## src/rtl/smf_pkg.sv

```systemverilog
`default_nettype none
package smf_pkg;

   // number of samples in the window (1 to 15)
   localparam int WINDOW = 5;
   localparam int SAMPLE_W = 32;
   localparam int AGE_W = (WINDOW > 1) ? $clog2(WINDOW) : 1;
   localparam int MEDIAN_IDX = WINDOW / 2;

   typedef logic signed [SAMPLE_W-1:0] sample_type;
   typedef logic [AGE_W-1:0] age_type;

   localparam age_type AGE_OLDEST = AGE_W'(WINDOW - 1);
   localparam age_type AGE_ONE = AGE_W'(1);

   // what one cell shows its neighbours
   typedef struct packed {
      sample_type value;
      age_type    age;
      logic       gt;        // value is greater than the incoming sample
      logic       evict_le;  // oldest entry sits at or below this cell
   } cell_link_type;

   // below the lowest cell: nothing greater, nothing evicted
   localparam cell_link_type LINK_FLOOR = '{value: '0, age: '0, gt: 1'b0, evict_le: 1'b0};
   // above the highest cell: acts as plus infinity
   localparam cell_link_type LINK_CEILING = '{value: '0, age: '0, gt: 1'b1, evict_le: 1'b1};

endpackage
`default_nettype wire

```

## src/rtl/sliding_median_filter_unit.sv

```systemverilog
// Timing: the median of an item is registered and appears on rsp in the cycle after it is taken.
// Throughput: one item per cycle unless a result waits on rsp; the sorted
// chain of cells updates together and the output register frees as rsp takes its item.
// Reset: synchronous, active high; window holds zeros, no result pending.
`default_nettype none
module sliding_median_filter_unit (
   input  wire logic                clock,
   input  wire logic                reset,
   input  wire logic                req_tvalid,
   output logic                     req_tready,
   input  wire smf_pkg::sample_type req_tdata,   // [31:0] sample
   output logic                     rsp_tvalid,
   input  wire logic                rsp_tready,
   output smf_pkg::sample_type      rsp_tdata    // [31:0] median
);
   import smf_pkg::*;

   cell_link_type links [WINDOW];
   sample_type    next_values [WINDOW];
   logic          req_take;
   logic          rsp_valid_ff, rsp_valid_in;
   sample_type    rsp_data_ff, rsp_data_in;

   assign req_tready = !rsp_valid_ff || rsp_tready;
   assign req_take   = req_tvalid && req_tready;

   // sorted chain, ascending from cell 0
   for (genvar i = 0; i < WINDOW; i++) begin : g_cell
      cell_link_type lower_link, upper_link;
      if (i == 0) begin : g_lo
         assign lower_link = LINK_FLOOR;
      end else begin : g_lo
         assign lower_link = links[i-1];
      end
      if (i == WINDOW - 1) begin : g_hi
         assign upper_link = LINK_CEILING;
      end else begin : g_hi
         assign upper_link = links[i+1];
      end
      smf_cell u_cell (
         .clock      (clock),
         .reset      (reset),
         .enable     (req_take),
         .sample     (req_tdata),
         .reset_age  (AGE_W'(i)),
         .lower      (lower_link),
         .upper      (upper_link),
         .link       (links[i]),
         .next_value (next_values[i])
      );
   end

   // output register
   always_comb begin
      rsp_valid_in = rsp_valid_ff && !rsp_tready;
      rsp_data_in  = rsp_data_ff;
      if (req_take) begin
         rsp_valid_in = 1'b1;
         rsp_data_in  = next_values[MEDIAN_IDX];
      end
   end

   always_ff @(posedge clock) begin
      if (reset) begin
         rsp_valid_ff <= 1'b0;
      end else begin
         rsp_valid_ff <= rsp_valid_in;
      end
      rsp_data_ff <= rsp_data_in;
   end

   assign rsp_tvalid = rsp_valid_ff;
   assign rsp_tdata  = rsp_data_ff;

endmodule
`default_nettype wire

```

## src/rtl/smf_cell.sv

```systemverilog
`default_nettype none
// One slot of the sorted window. Drops the oldest entry and makes room
// for the new sample using only its own and its neighbours' state.
module smf_cell (
   input  wire logic                   clock,
   input  wire logic                   reset,
   input  wire logic                   enable,
   input  wire smf_pkg::sample_type    sample,
   input  wire smf_pkg::age_type       reset_age,
   input  wire smf_pkg::cell_link_type lower,
   input  wire smf_pkg::cell_link_type upper,
   output smf_pkg::cell_link_type      link,
   output smf_pkg::sample_type         next_value
);
   import smf_pkg::*;

   sample_type value_ff, value_in;
   age_type    age_ff, age_in;
   logic       own_gt, own_evict;
   sample_type self_value, low_value;
   age_type    self_age, low_age;
   logic       self_gt, low_gt;

   // local compare and eviction mark
   always_comb begin
      own_gt    = value_ff > sample;
      own_evict = age_ff == AGE_OLDEST;
      link.value    = value_ff;
      link.age      = age_ff;
      link.gt       = own_gt;
      link.evict_le = lower.evict_le | own_evict;
   end

   // entries at this slot and the one below once the oldest is removed
   always_comb begin
      if (link.evict_le) begin
         self_value = upper.value;
         self_age   = upper.age;
         self_gt    = upper.gt;
      end else begin
         self_value = value_ff;
         self_age   = age_ff;
         self_gt    = own_gt;
      end
      if (lower.evict_le) begin
         low_value = value_ff;
         low_age   = age_ff;
         low_gt    = own_gt;
      end else begin
         low_value = lower.value;
         low_age   = lower.age;
         low_gt    = lower.gt;
      end
   end

   // insertion: keep, take from below, or take the new sample
   always_comb begin
      if (!self_gt) begin
         value_in = self_value;
         age_in   = self_age + AGE_ONE;
      end else if (low_gt) begin
         value_in = low_value;
         age_in   = low_age + AGE_ONE;
      end else begin
         value_in = sample;
         age_in   = '0;
      end
      next_value = value_in;
   end

   always_ff @(posedge clock) begin
      if (reset) begin
         value_ff <= '0;
         age_ff   <= reset_age;
      end else if (enable) begin
         value_ff <= value_in;
         age_ff   <= age_in;
      end
   end

endmodule
`default_nettype wire

```

## config.mk

```make
export PLATFORM = sky130hd
export DESIGN_NAME = sliding_median_filter_unit
export DESIGN_NICKNAME = d
export VERILOG_FILES = /design/src/rtl/smf_pkg.sv /design/src/rtl/sliding_median_filter_unit.sv /design/src/rtl/smf_cell.sv
export SDC_FILE = /design/constraint.sdc
export NUM_CORES = 1
export LEC_CHECK = 0
export ABC_AREA = 1
export BUFFER_PORTS_ARGS = -buffer_cell sky130_fd_sc_hd__buf_2
export CAP_MARGIN = 20
export CORE_MARGIN = 5
export CORE_UTILIZATION = 24
export DETAILED_ROUTE_END_ITERATION = 10
export PLACE_DENSITY = 0.44
export SLEW_MARGIN = 20
export SYNTH_ARGS = -nofsm -noshare
export SYNTH_HDL_FRONTEND = slang
export SYNTH_HIERARCHICAL = 1
export SYNTH_SLANG_ARGS = --single-unit
```

## constraint.sdc

```tcl
create_clock -name clock -period 9.85 [get_ports clock]
set_input_delay 1.4775 -clock clock [delete_from_list [all_inputs] [get_ports clock]]
set_output_delay 1.4775 -clock clock [all_outputs]
set_load 0.01 [all_outputs]
```

Yosys cells after proc, flatten, opt, wreduce, memory -nomap -nowiden
Index checks and enable logic that the tools add are counted.
W data, S select, Z words.

word-level totals
  output and inout port bits = 34
  word-level logic and storage cells = 72
  bits in registers = 208
  input bits = 36

cells by class
  magnitude comparators = 5
  eq/ne operators = 5
  reductions and logical operators = 7
  add/sub/neg operators = 5
  bitwise operators = 4
  multiplexer cells = 34

operators with widths
  operator               number
  $mux W32               14
  $gt A32 B32 Y1         5
  $mux W3                14
  $add A3 B1 Y3 const B  5
  $eq A3 B3 Y1 const B   5
  $mux W1                6
  $or A1 B1 Y1           4
  $logic_and A1 B1 Y1    2
  $logic_not A1 Y1       2
  $reduce_and A2 Y1      1
  $reduce_bool A2 Y1     1
  $logic_or A1 B1 Y1     1

Logic depth before layout (Yosys ltp)
  word-level depth = 8
  depth in mapped cells = 24
  mapped depth without buffers = 22

By module
The synthesis kept the hierarchy.

by module, submodules not included
  module                      cells each  instances  sequential area each (µm²)  area an instance (µm²)
  smf_cell                    688         5          730.7                       4,139.0
  sliding_median_filter_unit  40          1          980.9                       1,016.0

Worst setup path after synthesis
No wires, ideal clock.

  path type = reg2reg
  start = register g_cell[0].u_cell.age_ff[2]
  end = register g_cell[4].u_cell.age_ff[2] (data pin)
  data arrival time = 4.523 ns
  required time = 9.598 ns
  setup time = 0.252 ns
  clock period less this slack = 4.774 ns
  cell stages (with the launch flop) = 23
  path slack = 5.076 ns
  path through = edfxtp_1 -> a31oi_4 -> inv_1 -> clkbuf_1 -> a31oi_4 -> inv_1 -> clkbuf_1 -> a31oi_4 -> inv_1 -> clkbuf_1 -> a31oi_4 -> inv_1 -> clkbuf_1 -> inv_1 -> clkbuf_1 -> buf_1 -> o21ai_0 -> ha_1 -> xor2_1 -> nand3_1 -> nor2_1 -> nor2_1 -> nor2_1

RTL lines
  what                    RTL line        text
  start, declared         smf_cell.sv:18  age_type age_ff, age_in;
  start signal, assigned  smf_cell.sv:74  age_ff <= reset_age;
  start signal, assigned  smf_cell.sv:77  age_ff <= age_in;
  end signal, assigned    smf_cell.sv:74
  end signal, assigned    smf_cell.sv:77
  end, declared           smf_cell.sv:18

==> impl_results.md <==
- Boundary Pins: 70
- Total count of max-transition violations in the final report: 0
- Worst r2r src: g_cell[0].u_cell/age_ff[2]
- Clock buffer depth: 3
- Critical path endpoint category: flop
- Core Footprint: 86600 um^2
- Unrepaired setup endpoints after global routing: false
- F_max: 202 MHz
- Initial Utilization: 24.1%
- CTS root buf: clkbuf_16
- GP Congestion: 0.801
- Count of standard-cell rows: 108
- Synthesized area divided by synthesized cell count: 6.24 um^2
- Clock transition time at the flip-flop clock pins of the worst setup and hold paths: 0.06 ns
- Number of sinks driven by the clock tree: 208
- Clock tree skew after final layout: 0.00963 ns
- Critical setup path kind: reg -> reg
- Width of the die: 305 um
- Share of cells above drive strength 1: 10.6%
- Critical path fanouts, max: 72
- TritonCTS buffer count: 31
- Fin Setup TNS: 0 ns
- Power share of the combinational group: 55.4%
- Filler cells: 9699
- Clock tree from TritonCTS: done
- Post-CTS resize count: 0
- Ys Warns: 6
- PD cells: 265 nW/um^2
- Non-filler instance count after layout: 4545
- Setup bufs post-CTS: 0
- Count of placed standard cells including taps: 4487
- Number of global-route vias before repair: 19400
- Timing startpoint of the critical path: g_cell[0].u_cell/age_ff[2]
- Final setup margin: 4.90 ns
- Gate Count Post-Synth: 3352
- Final Power: 6.10 mW
- Drt first-iter violations: 1430
- CTS H-tree depth: 1
- Worst setup SP type: flop
- DRC viols: 0
- Number of failing setup endpoints in the final timing report: 0
- Area growth from synthesis to layout: 9.95%
- Time the final worst path needs with I/O delays and setup: 4.95 ns
- Outcome: completed
- Leak: 11.8 nW
- Arrival time worst endpoint: 5.31 ns
- Die area: 93100 um^2
- Clk_lat worst skew: 0.59 ns
- Largest net degree at the start of global routing: 75
- Tightest Pin Transition: 1.14 ns
- Number of vias in the routed layout: 20600
- Overflow left after global routing: 0
- Die outline height: 305 um
- Net Sw Power: 3.13 mW
- Largest voltage drop on the vdd net: 0.124 mV
- Cell depth of the worst min-delay path: 2
- Worst Hold Slack: 0.496 ns
- Detailed Route WL: 76900 um
- Per-cell routed wire length: 16.9 um
- Switching share of power: 51.4%
- Data required time of the critical path: 10.21 ns
- Maxcap violations: 0
- Worst setup slack before clock tree synthesis: 4.34 ns
- Count of port buffers added during placement: 69
- Final Hold Violating Endpoints: 0
- Final cycle utilization of the critical path: 50.3%
- Portion of total power attributed to sequential cells: 26.8%
- Count of hold buffers inserted by post-cts repair: 0
- Final core area utilization: 26.5%
- Cell internal pwr: 2.97 mW
- Overall global routing resource usage: 16.0%
- Nets: 3571
- Placed wire-length estimate after detailed placement: 54600 um
- Antenna violations before repair: 2
- Syn Std Cell Area: 20900 um^2
- Destination of the worst register-to-register timing path: g_cell[4].u_cell/age_ff[2]
- Remaining max-slew budget at the tightest pin: 23.9%
- Drt pass-1 iters: 6
- Via-per-instance ratio: 4.53
- End of the critical path: g_cell[4].u_cell/age_ff[2]
- Reg-to-reg slack, setup: 4.90 ns
- Path category of the worst min-delay check: reg -> reg
- Number of cells traversed by the worst register-to-register path: 20
- Antenna Nets Post-Route: 0
- Clock share of power: 17.8%
- Placed cell area: 22000 um^2
- Wire length of the first global-routing pass: 122000 um
- Final Cell Area: 23000 um^2
-- critical path, stage by stage, from the launching register on --
cell and delay, ns:
edfxtp_1 0.46, a31oi_4 0.23, inv_2 0.07, a31oi_4 0.12
buf_4 0.39, inv_2 0.10, a31oi_4 0.14, buf_4 0.43
inv_2 0.10, a31oi_4 0.14, buf_4 0.41, inv_2 0.12
buf_4 0.38, inv_2 0.63, o21ai_0 0.20, ha_1 0.24
xor2_1 0.16, nand3_1 0.09, nor2_1 0.05, nor2_1 0.12
nor2_1 0.04
-- cell usage in the layout (no fill, tap or decap), types with 3 or more instances in the layout --
cell	instances
nor2_1	375
xor2_1	10
buf_2	69
edfxtp_1	47
inv_1	256
clkinv_1	3
nand4_2	5
o211ai_2	5
o21ai_1	110
nor3_1	5
clkbuf_1	10
a21oi_1	65
inv_2	11
ha_1	170
nand2_1	1018
clkbuf_16	31
a21o_1	5
nand4_1	20
mux2i_1	5
a31oi_4	5
conb_1	92
and2_1	32
nor2_2	17
nand3_2	140
or2_2	5
dfxtp_1	161
clkinv_2	6
o21ai_0	100
nand3_1	530
a21oi_2	6
o21a_1	15
buf_4	26
nor2_4	3
nand2_4	5
clkbuf_8	4
nand2_2	18
-- layout make-up --
| class | count | area, um^2 | share of cell area, % |
|---|---|---|---|
| Sequential cell | 208 | 4630 | 20.2 |
| Tap cell | 1155 | 1450 | 6.29 |
| Clock inverter | 12 | 87.6 | 0.381 |
| Multi-Input combinational cell | 2762 | 14400 | 62.7 |
| Antenna cell | 1 | 2.50 | 0.0109 |
| Timing Repair Buffer | 95 | 541 | 2.35 |
| Clock buffer | 45 | 868 | 3.78 |
| Inverter | 267 | 1000 | 4.36 |
-- power by group through the flow --
stage          logic, mW  clock network [mW]  registers (mW)
3_3_place_gp        3.33                   0            1.67
3_5_place_dp        3.35                   0            1.66
2_1_floorplan       2.81                   0            1.47
6_report            3.38                1.09            1.63
5_1_grt             3.86                1.15            1.69
4_1_cts             3.36                1.12            1.64
-- routing by layer --
metal	share of wire (%)	wire length [um]	track usage, %
met5	0	0	0
met4	1.7	1330	2.66
met3	4.1	3120	1.55
met2	41	31700	24.1
met1	53	40700	25.0
-- how the worst min path moves through the flow --
| stage | start | end | slack, ns |
|---|---|---|---|
| 2_1_floorplan | g_cell[0].u_cell/value_ff[0] | g_cell[0].u_cell/value_ff[0] | 0.46 |
| 5_1_grt | g_cell[4].u_cell/value_ff[0] | g_cell[4].u_cell/value_ff[0] | 0.53 |
| 6_report | g_cell[4].u_cell/value_ff[0] | g_cell[4].u_cell/value_ff[0] | 0.50 |
| 3_3_place_gp | g_cell[0].u_cell/value_ff[0] | g_cell[0].u_cell/value_ff[0] | 0.48 |
| 4_1_cts | g_cell[4].u_cell/value_ff[0] | g_cell[4].u_cell/value_ff[0] | 0.50 |
| 3_5_place_dp | g_cell[4].u_cell/value_ff[0] | g_cell[4].u_cell/value_ff[0] | 0.49 |
-- registers in the layout, indices dropped and copies added, names as in the netlist --
signal,cells
g_cell.u_cell/age_ff,15
rsp_tdata,32
rsp_tvalid,1
g_cell.u_cell/value_ff,160
(Power assumes the default switching activity.)
